[src/rtl/core/bsd_pkg.sv]
`default_nettype none
package bsd_pkg;

  localparam int QueueDepthDefault = 4;

  localparam logic KIND_DATA   = 1'b0;
  localparam logic KIND_STATUS = 1'b1;

  localparam logic [1:0] STATUS_OK         = 2'd0;
  localparam logic [1:0] STATUS_BAD_CHAR   = 2'd1;
  localparam logic [1:0] STATUS_INCOMPLETE = 2'd2;

  localparam logic [7:0] CHAR_PAD   = 8'h3D;
  localparam logic [7:0] CHAR_PLUS  = 8'h2B;
  localparam logic [7:0] CHAR_SLASH = 8'h2F;
  localparam logic [7:0] CHAR_CR    = 8'h0D;
  localparam logic [7:0] CHAR_LF    = 8'h0A;

  typedef enum logic [1:0] {
    SYM_DATA,
    SYM_PAD,
    SYM_SKIP,
    SYM_BAD
  } sym_class_t;

  typedef struct packed {
    sym_class_t sym_class;
    logic [5:0] value;
  } sym_t;

  typedef struct packed {
    logic [7:0] char_in;
    logic       end_of_text;
  } in_t;

  typedef struct packed {
    logic       kind;
    logic [7:0] data_byte;
    logic [1:0] status;
    logic       last;
  } out_t;

  // One queued piece of work: up to three bytes, then optionally a status.
  typedef struct packed {
    logic [1:0]  byte_count;
    logic [23:0] bytes;
    logic        has_status;
    logic [1:0]  status;
  } entry_t;

  function automatic sym_t classify(input logic [7:0] c);
    sym_t s;
    s.sym_class = SYM_DATA;
    s.value     = 6'd0;
    if (c >= 8'h41 && c <= 8'h5A) begin
      s.value = 6'(c - 8'h41);
    end else if (c >= 8'h61 && c <= 8'h7A) begin
      s.value = 6'(c - 8'h61 + 8'd26);
    end else if (c >= 8'h30 && c <= 8'h39) begin
      s.value = 6'(c - 8'h30 + 8'd52);
    end else if (c == CHAR_PLUS) begin
      s.value = 6'd62;
    end else if (c == CHAR_SLASH) begin
      s.value = 6'd63;
    end else if (c == CHAR_PAD) begin
      s.sym_class = SYM_PAD;
    end else if (c == CHAR_CR || c == CHAR_LF) begin
      s.sym_class = SYM_SKIP;
    end else begin
      s.sym_class = SYM_BAD;
    end
    return s;
  endfunction

endpackage
`default_nettype wire

[src/rtl/core/base64_stream_decoder_unit.sv]
`default_nettype none
// Streaming base64 decoder: one character per input item, one result per output item.
// The front takes a character in every cycle the entry queue has room, skips CR and
// LF, gathers symbols and pads into four-position quanta and, when a quantum closes or
// the item marks end of text, queues the 0 to 3 decoded bytes and the final status.
// The back drains the queue at one result per cycle, while the consumer is ready,
// through a registered output, so a stalled consumer never blocks the front until
// the queue is full. Sustained rate is one character per cycle while the queue has
// room: a quantum of four characters yields at most three bytes, and the back's single
// result per cycle is the only limit when quanta are short or texts end often. After
// an invalid character every further character of the text is dropped; bytes already
// emitted stand and the consumer discards them on a bad status.
module base64_stream_decoder_unit #(
  parameter int QueueDepth = bsd_pkg::QueueDepthDefault
) (
  input  wire logic          clk,
  input  wire logic          rst_n,
  input  wire logic          in_valid,
  output logic               in_ready,
  input  wire bsd_pkg::in_t  in_data,
  output logic               out_valid,
  input  wire logic          out_ready,
  output bsd_pkg::out_t      out_data
);

  logic            q_push, q_full, q_pop, q_empty;
  bsd_pkg::entry_t q_in, q_head;

  // Classify characters and build quanta.
  bsd_front u_front (
    .clk        (clk),
    .rst_n      (rst_n),
    .in_valid   (in_valid),
    .in_ready   (in_ready),
    .in_data    (in_data),
    .q_full     (q_full),
    .push       (q_push),
    .push_entry (q_in)
  );

  // Hold pending results between the two sides.
  bsd_queue #(
    .Depth (QueueDepth)
  ) u_queue (
    .clk        (clk),
    .rst_n      (rst_n),
    .push       (q_push),
    .push_entry (q_in),
    .full       (q_full),
    .pop        (q_pop),
    .head       (q_head),
    .empty      (q_empty)
  );

  // Emit bytes, then status, one item per cycle while the consumer is ready.
  bsd_back u_back (
    .clk       (clk),
    .rst_n     (rst_n),
    .head      (q_head),
    .empty     (q_empty),
    .pop       (q_pop),
    .out_valid (out_valid),
    .out_ready (out_ready),
    .out_data  (out_data)
  );

endmodule
`default_nettype wire

[src/rtl/core/bsd_front.sv]
`default_nettype none
module bsd_front (
  input  wire logic             clk,
  input  wire logic             rst_n,
  input  wire logic             in_valid,
  output logic                  in_ready,
  input  wire bsd_pkg::in_t     in_data,
  input  wire logic             q_full,
  output logic                  push,
  output bsd_pkg::entry_t       push_entry
);

  logic [23:0] sextets_r, sextets_nxt;
  logic [3:0]  pad_mask_r, pad_mask_nxt;
  logic [1:0]  sym_cnt_r, sym_cnt_nxt;
  logic        open_r, open_nxt;
  logic        err_r, err_nxt;

  bsd_pkg::sym_t sym;
  logic [23:0]   sext_v;
  logic [3:0]    pad_v;
  logic          accept;

  assign in_ready = !q_full;
  assign accept   = in_valid && in_ready;

  always_comb begin
    sym          = bsd_pkg::classify(in_data.char_in);
    sextets_nxt  = sextets_r;
    pad_mask_nxt = pad_mask_r;
    sym_cnt_nxt  = sym_cnt_r;
    open_nxt     = open_r;
    err_nxt      = err_r;
    sext_v       = sextets_r;
    pad_v        = pad_mask_r;
    push_entry   = '0;
    if (accept) begin
      if (!err_r) begin
        case (sym.sym_class)
          bsd_pkg::SYM_BAD: begin
            err_nxt = 1'b1;
          end
          bsd_pkg::SYM_SKIP: begin
            open_nxt = 1'b1;
          end
          default: begin
            open_nxt = 1'b1;
            if (sym.sym_class == bsd_pkg::SYM_PAD) begin
              pad_v[sym_cnt_r] = 1'b1;
            end else begin
              case (sym_cnt_r)
                2'd0:    sext_v[23:18] = sym.value;
                2'd1:    sext_v[17:12] = sym.value;
                2'd2:    sext_v[11:6]  = sym.value;
                default: sext_v[5:0]   = sym.value;
              endcase
            end
            if (sym_cnt_r == 2'd3) begin
              // Byte count follows the highest non-pad position.
              push_entry.bytes = sext_v;
              if (!pad_v[3]) begin
                push_entry.byte_count = 2'd3;
              end else if (!pad_v[2]) begin
                push_entry.byte_count = 2'd2;
              end else if (!pad_v[1]) begin
                push_entry.byte_count = 2'd1;
              end else begin
                push_entry.byte_count = 2'd0;
              end
              sextets_nxt  = '0;
              pad_mask_nxt = '0;
              sym_cnt_nxt  = 2'd0;
              open_nxt     = 1'b0;
            end else begin
              sextets_nxt  = sext_v;
              pad_mask_nxt = pad_v;
              sym_cnt_nxt  = sym_cnt_r + 2'd1;
            end
          end
        endcase
      end
      if (in_data.end_of_text) begin
        push_entry.has_status = 1'b1;
        if (err_nxt) begin
          push_entry.status = bsd_pkg::STATUS_BAD_CHAR;
        end else if (open_nxt) begin
          push_entry.status = bsd_pkg::STATUS_INCOMPLETE;
        end else begin
          push_entry.status = bsd_pkg::STATUS_OK;
        end
        sextets_nxt  = '0;
        pad_mask_nxt = '0;
        sym_cnt_nxt  = 2'd0;
        open_nxt     = 1'b0;
        err_nxt      = 1'b0;
      end
    end
  end

  // Queue only items that yield results.
  assign push = accept && (push_entry.byte_count != 2'd0 || push_entry.has_status);

  always_ff @(posedge clk) begin
    if (!rst_n) begin
      sextets_r  <= '0;
      pad_mask_r <= '0;
      sym_cnt_r  <= '0;
      open_r     <= 1'b0;
      err_r      <= 1'b0;
    end else begin
      sextets_r  <= sextets_nxt;
      pad_mask_r <= pad_mask_nxt;
      sym_cnt_r  <= sym_cnt_nxt;
      open_r     <= open_nxt;
      err_r      <= err_nxt;
    end
  end

endmodule
`default_nettype wire

[src/rtl/core/bsd_queue.sv]
`default_nettype none
module bsd_queue #(
  parameter int Depth = bsd_pkg::QueueDepthDefault
) (
  input  wire logic            clk,
  input  wire logic            rst_n,
  input  wire logic            push,
  input  wire bsd_pkg::entry_t push_entry,
  output logic                 full,
  input  wire logic            pop,
  output bsd_pkg::entry_t      head,
  output logic                 empty
);

  localparam int PtrW = (Depth > 1) ? $clog2(Depth) : 1;
  localparam int CntW = $clog2(Depth + 1);
  localparam logic [PtrW-1:0] LastPtr = PtrW'(Depth - 1);
  localparam logic [CntW-1:0] DepthCnt = CntW'(Depth);

  bsd_pkg::entry_t slots_r [Depth];
  logic [PtrW-1:0] wr_ptr_r, rd_ptr_r;
  logic [CntW-1:0] count_r;

  assign full  = (count_r == DepthCnt);
  assign empty = (count_r == '0);
  assign head  = slots_r[rd_ptr_r];

  always_ff @(posedge clk) begin
    if (push) begin
      slots_r[wr_ptr_r] <= push_entry;
    end
  end

  always_ff @(posedge clk) begin
    if (!rst_n) begin
      wr_ptr_r <= '0;
      rd_ptr_r <= '0;
      count_r  <= '0;
    end else begin
      if (push) begin
        wr_ptr_r <= (wr_ptr_r == LastPtr) ? '0 : wr_ptr_r + 1'b1;
      end
      if (pop) begin
        rd_ptr_r <= (rd_ptr_r == LastPtr) ? '0 : rd_ptr_r + 1'b1;
      end
      if (push && !pop) begin
        count_r <= count_r + 1'b1;
      end else if (pop && !push) begin
        count_r <= count_r - 1'b1;
      end
    end
  end

endmodule
`default_nettype wire

[src/rtl/core/bsd_back.sv]
`default_nettype none
module bsd_back (
  input  wire logic            clk,
  input  wire logic            rst_n,
  input  wire bsd_pkg::entry_t head,
  input  wire logic            empty,
  output logic                 pop,
  output logic                 out_valid,
  input  wire logic            out_ready,
  output bsd_pkg::out_t        out_data
);

  logic [1:0]    sub_r, sub_nxt;
  logic          out_valid_r, out_valid_nxt;
  bsd_pkg::out_t out_data_r, out_data_nxt;
  logic          emit;

  assign emit = !empty && (!out_valid_r || out_ready);

  always_comb begin
    sub_nxt       = sub_r;
    out_valid_nxt = out_valid_r && !out_ready;
    out_data_nxt  = out_data_r;
    pop           = 1'b0;
    if (emit) begin
      out_valid_nxt = 1'b1;
      out_data_nxt  = '0;
      if (sub_r < head.byte_count) begin
        out_data_nxt.kind = bsd_pkg::KIND_DATA;
        case (sub_r)
          2'd0:    out_data_nxt.data_byte = head.bytes[23:16];
          2'd1:    out_data_nxt.data_byte = head.bytes[15:8];
          default: out_data_nxt.data_byte = head.bytes[7:0];
        endcase
        if (sub_r + 2'd1 == head.byte_count && !head.has_status) begin
          pop     = 1'b1;
          sub_nxt = 2'd0;
        end else begin
          sub_nxt = sub_r + 2'd1;
        end
      end else begin
        out_data_nxt.kind   = bsd_pkg::KIND_STATUS;
        out_data_nxt.status = head.status;
        out_data_nxt.last   = 1'b1;
        pop                 = 1'b1;
        sub_nxt             = 2'd0;
      end
    end
  end

  always_ff @(posedge clk) begin
    if (!rst_n) begin
      sub_r       <= '0;
      out_valid_r <= 1'b0;
    end else begin
      sub_r       <= sub_nxt;
      out_valid_r <= out_valid_nxt;
    end
    out_data_r <= out_data_nxt;
  end

  assign out_valid = out_valid_r;
  assign out_data  = out_data_r;

endmodule
`default_nettype wire

[config.mk]
export PLATFORM = sky130hd
export DESIGN_NAME = base64_stream_decoder_unit
export DESIGN_NICKNAME = d
export VERILOG_FILES = /design/src/rtl/core/bsd_pkg.sv /design/src/rtl/core/base64_stream_decoder_unit.sv /design/src/rtl/core/bsd_front.sv /design/src/rtl/core/bsd_queue.sv /design/src/rtl/core/bsd_back.sv
export SDC_FILE = /design/constraint.sdc
export NUM_CORES = 1
export LEC_CHECK = 0
export ABC_AREA = 1
export BUFFER_PORTS_ARGS = -buffer_cell sky130_fd_sc_hd__buf_4
export CAP_MARGIN = 10
export CORE_UTILIZATION = 41
export CTS_BUF_LIST = sky130_fd_sc_hd__clkbuf_4
export DETAILED_ROUTE_END_ITERATION = 7
export GPL_ROUTABILITY_DRIVEN = 0
export PLACE_DENSITY = 0.55
export SYNTH_ARGS = -nofsm -noshare
export SYNTH_HDL_FRONTEND = slang
export SYNTH_HIERARCHICAL = 1
export SYNTH_SLANG_ARGS = --single-unit
[constraint.sdc]
create_clock -name clk -period 4.17 [get_ports clk]
set_input_delay 0.834 -clock clk [delete_from_list [all_inputs] [get_ports clk]]
set_output_delay 0.834 -clock clk [all_outputs]
set_load 0.05 [all_outputs]
==> impl_metrics.py, run 1 <==
metrics = {
    "outcome": {
        "status": "completed",
    },
    "logic_synthesis": {
        "avgSynthCellArea_um2": 9.892,
        "synthCells": 873,
        "synth_area_leaders": "edfxtp_1 44%, dfxtp_1 9.7%, nand2_1 6.9%",
        "synth_edf_count": 127,
        "synth_nets": 911,
        "synth_flop_cell": "edfxtp_1",
        "synth_cell_type_count": 41,
        "async_flop_share_pct": 0,
        "synth_top_area_share_pct": 44.16,
        "yosysSeqAreaShare_pct": 53.90,
        "synth_area_leader_cell": "edfxtp_1",
        "synth_area_um2": 8636,
        "synth.most_common_cell": "nand2_1",
        "yosysWarnings": 6,
        "ys_ff_latch": 169,
        "synth_commonest_cells": "159 x nand2_1, 127 x edfxtp_1, 89 x nor2_1",
    },
    "cells_and_area": {
        "final_cell_area_um2": 9306,
        "layout.nets": 930,
        "multi_input_area_um2": 3334,
        "fillCellCount": 1967,
        "regArea_um2": 4656,
        "area_growth_syn_to_layout_pct": 7.766,
        "drive_gt1_share_pct": 19.01,
        "fin_util_pct": 45.55,
    },
    "placement": {
        "io_buffer_count": 26,
        "detailed_place.area_um2": 9009,
        "dp_hpwl_mm": 11.85,
    },
    "route": {
        "drt_iter0_drc": 432,
        "viasPerCell": 4.990,
        "firstDrtPassIters": 4,
        "ant_nets": 0,
        "routed_wl_mm": 18.34,
        "vias": 5868,
        "drc": 0,
        "wire_per_inst_um": 15.60,
    },
    "critical_path": {
        "worstReg2RegEnd": "u_queue/count_r[2]",
        "crit_type": "primary input to flip-flop",
        "reg2reg_depth": 17,
        "cp.arrival_ns": 3.80,
        "critPathMaxFanout": 9,
        "slowest_delay_ns": 0.38,
        "required_ns": 4.67,
        "critPathMostFrequentCell": "nand2_1",
        "slowest_stage": "fa_1",
        "worstSetupEndpointType": "flip-flop",
        "startpoint_type": "primary input",
        "r2r_setup_slack_ns": 1.11,
    },
    "sta": {
        "fin_setup_tns_ns": 0,
        "min_period_ns": 3.302,
        "setup_viol": 0,
        "fmax_mhz": 302.9,
        "tightest_slew_ns": 0.9367,
        "maxSlewHeadroom_pct": 37.55,
        "finalCritPeriodShare_pct": 79.17,
        "whs_ns": 0.4706,
        "slew_violations": 0,
        "grt_setup_unrepaired": "no",
        "hold_violations": 0,
        "fin_skew_ns": 0.01681,
    },
    "power_and_ir_drop": {
        "comb_power_share_pct": 38.4,
        "power_frac_clock_pct": 19.7,
        "p_sw_w": 0.001966,
        "p_int_w": 0.003004,
        "p_leak_nw": 3.502,
        "cellPowerDensity_nw_per_um2": 534.1,
        "ir_drop_uv": 289.6,
        "p_sw_share_pct": 39.56,
        "power_frac_seq_pct": 41.9,
    },
    "clock_network": {
        "cts_resized": 0,
        "postCtsSetupBuffers": 0,
        "root_buffer": "clkbuf_4",
        "cts_tree": "done",
        "clk_path_buf_depth": 2,
        "cts.htree.levels": 4,
        "clk_latency_ns": 0.56,
        "cts_buffers": 17,
        "clkSinkCount": 169,
        "path_clk_slew_ns": 0.12,
        "hold_buffers": 0,
    },
    "global_routing": {
        "grt_max_degree": 55,
        "grt_pass1_wl_mm": 29.56,
        "track_usage_pct": 18.01,
        "antenna_found_initial": 1,
        "overflow": 0,
        "grt_pass1_vias": 5455,
    },
    "floorplan": {
        "fp.dieW_um": 147.1,
        "initial_core_util_pct": 42.27,
        "pin_count": 27,
        "die-area_um2": 21650,
        "die_y_um": 147.1,
        "core_um2": 20430,
        "rows": 52,
    },
    "hold_path": {
        "hold_start": "u_front/sextets_r[16]",
        "hold_path_end": "u_front/sextets_r[16]",
        "hold_path.class": "flip-flop to flip-flop",
        "holdPathStages": 2,
    },
    "flow_run": {
        "drv_cap": 0,
    },
}
==> how the worst max path moves through the flow <==
stage	startpoint	to	slack (ns)	cells after the start
CTS	in_data[3]	u_queue/count_r[2]	0.94	25
floorplan	in_data[4]	u_queue/slots_r[0][0]	0.74	18
detailed placement	in_data[3]	u_queue/count_r[2]	0.34	26
global placement	in_data[3]	u_queue/count_r[2]	0.42	26
finish	in_data[3]	u_queue/count_r[2]	0.87	25
global route	in_data[3]	u_queue/count_r[2]	0.57	25
==> metrics by stage <==
| step | setup slack (ns) | total power [W] | instances |
|---|---|---|---|
| detailed placement | 0.3380 | 0.004051 | 1143 |
| CTS | 0.9434 | 0.005028 | 1175 |
| global placement | 0.4212 | 0.004044 | 1143 |
| floorplan | 0.7359 | 0.003610 | 873 |
| global route | 0.5653 | 0.005282 | 1176 |
| finish | 0.8684 | 0.004970 | 1176 |
==> logic make-up after synthesis <==
| kind of cell | after synthesis | share of synthesized area, % |
|---|---|---|
| buffers and inverters | 129 | 7.491 |
| XOR/XNOR | 6 | 0.6085 |
| flip-flops | 169 | 53.90 |
| adder cells (fa/ha/maj) | 25 | 3.709 |
| AO/OA/AOI/OAI | 149 | 11.33 |
| AND/OR/NAND/NOR | 395 | 22.96 |
==> cell type report <==
cell class	instances	area share (%)
inverters	92	3.791
repair buffers	37	3.522
diodes	1	0.02689
flip-flops and latches	169	50.03
multi-input cells	575	35.83
well taps	270	3.630
clock buffers	19	1.533
clock inverters	13	1.640
==> layout by cell type (no fill, tap or decap), types with 5 or more instances in the layout <==
cell,count
a31oi_1,8
xor2_1,5
nor2_2,12
clkbuf_4,19
nand2_2,6
inv_1,76
o22ai_1,10
ha_1,24
nor2_4,22
a21oi_1,23
nand2_1,159
nand2_4,12
o21ai_0,72
inv_2,13
buf_4,33
nand4_1,5
nor2_1,89
o22ai_2,20
dfxtp_1,41
a21oi_2,11
nand3_1,78
edfxtp_1,127
==> registers in the layout, summed over array words and instances, names as in the netlist, named ones only <==
name / cells
u_front/pad_mask_r: 3
u_back/out_valid: 1
u_back/out_data: 11
u_queue/count_r: 3
u_front/sym_cnt_r: 2
u_back/sub_r: 2
u_front/sextets_r: 24
u_front/err_r: 1
u_queue/rd_ptr_r: 2
u_queue/slots_r: 116
u_queue/wr_ptr_r: 2
==> layer usage <==
layer  wire, µm  part of all wire [%]  track usage (%)
met4        238                   1.3            5.825
met1       9004                    49            24.60
met5          0                     0                0
met2       8486                    46            28.82
met3        613                   3.3            3.385
==> critical path, delay by kind of cell <==
| kind | cells | cell delay [ns] |
|---|---|---|
| AND/OR/NAND/NOR | 17 | 1.60 |
| buffers and inverters | 5 | 0.46 |
| adder cells (fa/ha/maj) | 3 | 0.89 |
==> power groups by stage <==
stage | Sequential [W] | Clock (W) | Combinational, W
2_1_floorplan | 0.00231 | 0 | 0.00130
3_3_place_gp | 0.00212 | 0 | 0.00192
3_5_place_dp | 0.00212 | 0 | 0.00193
4_1_cts | 0.00208 | 0.00101 | 0.00193
5_1_grt | 0.00210 | 0.00108 | 0.00210
6_report | 0.00208 | 0.000980 | 0.00191
Power figures use the tool's default switching activity.
==> run 2, diff against run 1 <==
--- a/config.mk
+++ b/config.mk
@@ -5,14 +5,14 @@
 export SDC_FILE = /design/constraint.sdc
 export NUM_CORES = 1
 export LEC_CHECK = 0
-export ABC_AREA = 1
+export ABC_AREA = 0
 export BUFFER_PORTS_ARGS = -buffer_cell sky130_fd_sc_hd__buf_4
 export CAP_MARGIN = 10
 export CORE_UTILIZATION = 41
 export CTS_BUF_LIST = sky130_fd_sc_hd__clkbuf_4
 export DETAILED_ROUTE_END_ITERATION = 7
 export GPL_ROUTABILITY_DRIVEN = 0
-export PLACE_DENSITY = 0.55
+export PLACE_DENSITY = 0.58
 export SYNTH_ARGS = -nofsm -noshare
 export SYNTH_HDL_FRONTEND = slang
 export SYNTH_HIERARCHICAL = 1
==> constraint.sdc (replaced) <==
create_clock -name clk -period 2.9 [get_ports clk]
set_input_delay 0.58 -clock clk [delete_from_list [all_inputs] [get_ports clk]]
set_output_delay 0.58 -clock clk [all_outputs]
set_load 0.05 [all_outputs]
==> run 2 against run 1 <==
- combinational power up 17%
- largest cell class unchanged
- synthesized cell count fell by 36%
- non-clock buffer count is 76 higher
- hold slack got worse by 0.10 ns
- clock skew grew 0.0022 ns
- critical path type is now flip-flop to flip-flop
==> impl_metrics.py, run 2 <==
metrics = {
    "floorplan": {
        "pin_count": 27,
        "fp.dieW_um": 141.0,
        "rows": 50,
        "die_y_um": 141.0,
        "initial_core_util_pct": 42.07,
        "core_um2": 18830,
        "die-area_um2": 19880,
    },
    "global_routing": {
        "overflow": 0,
        "track_usage_pct": 18.32,
        "grt_max_degree": 30,
        "grt_pass1_vias": 5072,
        "grt_pass1_wl_mm": 27.50,
        "antenna_found_initial": 1,
    },
    "sta": {
        "fin_setup_tns_ns": 0,
        "grt_setup_unrepaired": "yes",
        "setup_viol": 0,
        "tightest_slew_ns": 0.7571,
        "min_period_ns": 2.818,
        "finalCritPeriodShare_pct": 97.17,
        "fin_skew_ns": 0.01897,
        "maxSlewHeadroom_pct": 49.37,
        "fmax_mhz": 354.9,
        "hold_violations": 0,
        "slew_violations": 0,
    },
    "power_and_ir_drop": {
        "cellPowerDensity_nw_per_um2": 699.2,
        "ir_drop_uv": 403.9,
        "p_leak_nw": 3.352,
    },
    "route": {
        "wire_per_inst_um": 18.25,
        "routed_wl_mm": 17.10,
        "ant_nets": 0,
        "drt_iter0_drc": 319,
        "viasPerCell": 5.378,
        "firstDrtPassIters": 6,
        "vias": 5039,
        "drc": 0,
    },
    "cells_and_area": {
        "multi_input_area_um2": 3168,
        "layout.nets": 701,
        "top_register": "u_queue/slots_r",
        "layout_commonest_cell": "edfxtp_1",
        "area_growth_syn_to_layout_pct": 19.88,
        "fillCellCount": 1630,
        "drive_gt1_share_pct": 32.99,
        "regArea_um2": 4658,
        "largest_reg_flops": 116,
        "mostFrequentLayoutCells": "127 x edfxtp_1, 107 x buf_4, 41 x nand2_1, 41 x dfxtp_1, 28 x mux4_2",
        "fin_cells": 937,
    },
    "critical_path": {
        "slowest_stage": "mux4_2",
        "slowest_delay_ns": 0.50,
        "critPathMaxFanout": 3,
        "crit_type": "flip-flop to flip-flop",
        "worstPathCellList": "mux4_2, ha_1, nor2_1, a221oi_4, nor3_2, inv_2, ha_4, inv_2, fa_2, xor2_1, or3_1, a21boi_1",
        "worstSetupEndpointType": "flip-flop",
        "required_ns": 3.39,
        "startpoint_type": "flip-flop",
        "critPathMostFrequentCell": "inv_2",
        "cp.arrival_ns": 3.31,
    },
    "logic_synthesis": {
        "synth_area_leaders": "edfxtp_1 48%, dfxtp_1 11%, mux4_2 8.0%",
        "synth_area_um2": 7923,
        "synth_area_leader_cell": "edfxtp_1",
        "synth_top_area_share_pct": 48.14,
        "synthCells": 557,
        "avgSynthCellArea_um2": 14.22,
        "synth.most_common_cell": "edfxtp_1",
        "yosysWarnings": 6,
        "synth_commonest_cells": "127 x edfxtp_1, 42 x dfxtp_1, 41 x nand2_1",
        "yosysSeqAreaShare_pct": 58.75,
        "ys_ff_latch": 169,
        "async_flop_share_pct": 0,
        "synth_edf_count": 127,
        "synth_nets": 595,
        "synth_cell_type_count": 72,
        "synth_flop_cell": "edfxtp_1",
    },
    "hold_path": {
        "hold_start": "in_data[0]",
        "hold_path.class": "primary input to flip-flop",
    },
    "placement": {
        "dp_cells": 902,
        "dp_hpwl_mm": 12.01,
        "io_buffer_count": 26,
    },
    "clock_network": {
        "hold_buffers": 0,
        "clkSinkCount": 169,
        "cts_buffers": 17,
        "clk_latency_ns": 0.54,
        "path_clk_slew_ns": 0.14,
        "clk_path_buf_depth": 2,
        "cts_tree": "done",
        "cts.htree.levels": 4,
        "root_buffer": "clkbuf_4",
    },
    "flow_run": {
        "drv_cap": 0,
    },
    "outcome": {
        "status": "completed",
    },
}
## run 2: final timing paths
kind	endpoint	slack [ns]	depth (start not counted)
max	u_queue/count_r[2]	0.08	12
min	u_front/sym_cnt_r[0]	0.37	3
max reg2reg	u_queue/count_r[2]	0.08	12
min reg2reg	u_front/sextets_r[15]	0.48	1
## run 2: repair_timing
item,in CTS,in global routing
resized for setup,6,1
setup endpoints to repair,1,1
pin swaps,4,6
setup buffers,2,0
## run 2: per-layer routing
metal	up-vias	global-route usage, %	wire, µm
li1	2412	-	-
met1	2531	24.77	8106
met2	88	30.27	8440
met3	8	3.567	433
met4	0	4.748	124
met5	-	0	0
## run 2: logic make-up (layout without fill, tap and decap cells)
family,after synthesis,after routing,synth area share [%]
flops,169,169,58.75
compound gates,146,146,15.54
simple gates,129,129,8.892
buf+inv,48,167,3.032
mux,34,34,9.081
fa+ha+maj,25,25,4.043
xor+xnor,6,6,0.6634
other cells,0,1,0
## run 2: final cells by class
| type | count | area share, % |
|---|---|---|
| timing repair buffer | 113 | 9.722 |
| multi-input combinational | 340 | 33.36 |
| clock inverter | 15 | 2.002 |
| antenna | 1 | 0.02635 |
| tap | 260 | 3.425 |
| sequential | 169 | 49.04 |
| inverter | 22 | 1.080 |
| clock buffer | 17 | 1.344 |
## run 2: power by group
part / total, W / internal, W / switching [W]
Clock: 0.00146 / 0.000616 / 0.000842
Combinational: 0.00224 / 0.000943 / 0.00130
Sequential: 0.00294 / 0.00284 / 0.0000974
Total: 0.00664 / 0.00440 / 0.00224
## run 2: metrics by stage
step	utilization [%]	worst slack, ns	power [W]	instance area, µm²	hold slack (ns)
after floorplan	-	-0.3904	0.004519	8059	0.4272
after global placement	48.45	-0.2561	0.005134	9124	0.4390
after detailed placement	48.45	-0.3651	0.005171	9124	0.4462
after CTS	50.39	0.001920	0.006691	9488	0.3060
after global routing	50.44	-0.05415	0.006978	9498	0.2889
final	50.44	0.08198	0.006641	9498	0.3661
## run 2: worst max-delay path, delay by kind of cell (launching register included)
kind | cells | cell delay [ns]
AO/OA/AOI/OAI | 2 | 0.37
adder cells (fa/ha/maj) | 3 | 0.76
flip-flops | 1 | 0.39
multiplexers | 1 | 0.50
AND/OR/NAND/NOR | 3 | 0.45
buffers and inverters | 2 | 0.15
XOR/XNOR | 1 | 0.15
==> run 3, diff against run 2 <==
--- a/config.mk
+++ b/config.mk
@@ -12,7 +12,8 @@
 export CTS_BUF_LIST = sky130_fd_sc_hd__clkbuf_4
 export DETAILED_ROUTE_END_ITERATION = 7
 export GPL_ROUTABILITY_DRIVEN = 0
-export PLACE_DENSITY = 0.58
+export PLACE_DENSITY = 0.56
+export SETUP_SLACK_MARGIN = 0.2
 export SYNTH_ARGS = -nofsm -noshare
 export SYNTH_HDL_FRONTEND = slang
 export SYNTH_HIERARCHICAL = 1
==> constraint.sdc (replaced) <==
create_clock -name clk -period 3 [get_ports clk]
set_input_delay 0.6 -clock clk [delete_from_list [all_inputs] [get_ports clk]]
set_output_delay 0.6 -clock clk [all_outputs]
set_load 0.05 [all_outputs]
==> run 3 against run 2 <==
- wire length grew 0.21%
- register-to-register slack gained 0.04 ns
- sequential cell count is the same
- hold slack gained 0.0050 ns
- critical path depth is the same
- sequential power shrank 3%
- critical endpoint unchanged
- highest routed layer unchanged
==> impl_metrics.py, run 3 (synthesized netlist as in run 2, its figures left out) <==
metrics = {
    "global_routing": {
        "overflow": 0,
        "grt_pass1_wl_mm": 27.66,
        "track_usage_pct": 18.45,
        "antenna_found_initial": 1,
        "grt_pass1_vias": 5191,
        "grt_max_degree": 30,
    },
    "floorplan": {
        "die_y_um": 141.0,
        "fp.dieW_um": 141.0,
        "pin_count": 27,
        "core_um2": 18830,
        "initial_core_util_pct": 42.07,
        "die-area_um2": 19880,
        "rows": 50,
    },
    "cells_and_area": {
        "fin_cells": 929,
        "largest_reg_flops": 116,
        "layout.nets": 693,
        "fillCellCount": 1620,
        "multi_input_area_um2": 3189,
        "area_growth_syn_to_layout_pct": 18.95,
        "drive_gt1_share_pct": 32.49,
        "regArea_um2": 4659,
        "fin_util_pct": 50.05,
        "top_register": "u_queue/slots_r",
        "mostFrequentLayoutCells": "127 x edfxtp_1, 101 x buf_4, 41 x nand2_1, 40 x dfxtp_1, 28 x mux4_2",
        "layout_commonest_cell": "edfxtp_1",
    },
    "sta": {
        "setup_viol": 0,
        "fin_setup_tns_ns": 0,
        "fmax_mhz": 347.9,
        "slew_violations": 0,
        "hold_violations": 0,
        "min_period_ns": 2.874,
        "grt_setup_unrepaired": "yes",
        "maxSlewHeadroom_pct": 61.19,
        "fin_skew_ns": 0.02298,
        "tightest_slew_ns": 0.5821,
        "finalCritPeriodShare_pct": 95.81,
    },
    "hold_path": {
        "hold_start": "rst_n",
        "hold_path.class": "primary input to flip-flop",
    },
    "power_and_ir_drop": {
        "cellPowerDensity_nw_per_um2": 679.9,
        "p_leak_nw": 3.304,
        "ir_drop_uv": 315.5,
        "p_total_w": 0.006407,
    },
    "clock_network": {
        "cts_tree": "done",
        "root_buffer": "clkbuf_4",
        "clk_path_buf_depth": 2,
        "cts.htree.levels": 4,
        "cts_buffers": 17,
        "clkSinkCount": 169,
        "hold_buffers": 0,
        "path_clk_slew_ns": 0.14,
        "clk_latency_ns": 0.55,
    },
    "route": {
        "vias": 5120,
        "viasPerCell": 5.511,
        "drc": 0,
        "wire_per_inst_um": 18.45,
        "ant_nets": 0,
        "routed_wl_mm": 17.14,
        "firstDrtPassIters": 5,
        "drt_iter0_drc": 248,
    },
    "flow_run": {
        "drv_cap": 0,
    },
    "critical_path": {
        "critPathMaxFanout": 3,
        "worstPathCellList": "mux4_2, ha_4, nor2_2, a221oi_4, nor3_4, inv_2, ha_4, inv_2, fa_2, xor2_1, or3_1, a21boi_1",
        "cp.arrival_ns": 3.37,
        "required_ns": 3.49,
        "slowest_stage": "mux4_2",
        "startpoint_type": "flip-flop",
        "worstSetupEndpointType": "flip-flop",
        "slowest_delay_ns": 0.55,
        "crit_type": "flip-flop to flip-flop",
    },
    "placement": {
        "dp_cells": 892,
        "io_buffer_count": 26,
        "dp_hpwl_mm": 12.07,
    },
    "outcome": {
        "status": "completed",
    },
}
-- run 3: worst paths after layout --
check	to	slack, ns	cells after the start
worst max-delay path	u_queue/count_r[2]	0.13	12
worst max register to register	u_queue/count_r[2]	0.13	12
worst min register to register	u_front/sextets_r[5]	0.48	1
worst min-delay path	u_back/out_valid	0.37	2
-- run 3: layout make-up --
type                       instances  area share [%]
antenna                            1         0.02655
tap                              260           3.452
clock inverter                    14           1.819
inverter                          22           1.089
sequential                       169           49.44
multi-input combinational        340           33.84
timing repair buffer             105           8.895
clock buffer                      18           1.434
-- run 3: metal layers --
| metal | wire length (µm) | vias to the layer above | global-route usage [%] |
|---|---|---|---|
| met4 | 249 | 0 | 5.778 |
| met2 | 8536 | 132 | 31.76 |
| li1 | - | 2396 | - |
| met1 | 7649 | 2569 | 23.92 |
| met5 | 0 | - | 0 |
| met3 | 705 | 23 | 2.921 |
-- run 3: critical path: cells and delay by family (launching register included) --
kind / cells / cell delay, ns
buf+inv: 2 / 0.13
fa+ha+maj: 3 / 0.75
flops: 1 / 0.39
simple gates: 3 / 0.42
compound gates: 2 / 0.42
xor+xnor: 1 / 0.15
mux: 1 / 0.55
-- run 3: what timing repair did --
action	in CTS	in global routing
hold endpoints to repair	0	0
resized for setup	7	4
pin swaps	6	4
endpoints found under the setup margin	2	6
setup buffers	4	0
-- run 3: stage by stage --
step	setup WS, ns	area [µm²]	hold WS (ns)
final	0.1258	9424	0.3711
after global routing	0.01734	9424	0.3387
after CTS	0.09707	9394	0.3345
after detailed placement	-0.2824	9024	0.4467
after global placement	-0.1672	9024	0.4405
after floorplan	-0.3104	8059	0.4272
-- run 3: report_power, final --
| part | internal (W) | switching [W] |
|---|---|---|
| Combinational | 0.000936 | 0.00127 |
| Clock | 0.000591 | 0.000773 |
| Sequential | 0.00275 | 0.0000922 |
| Total | 0.00427 | 0.00213 |
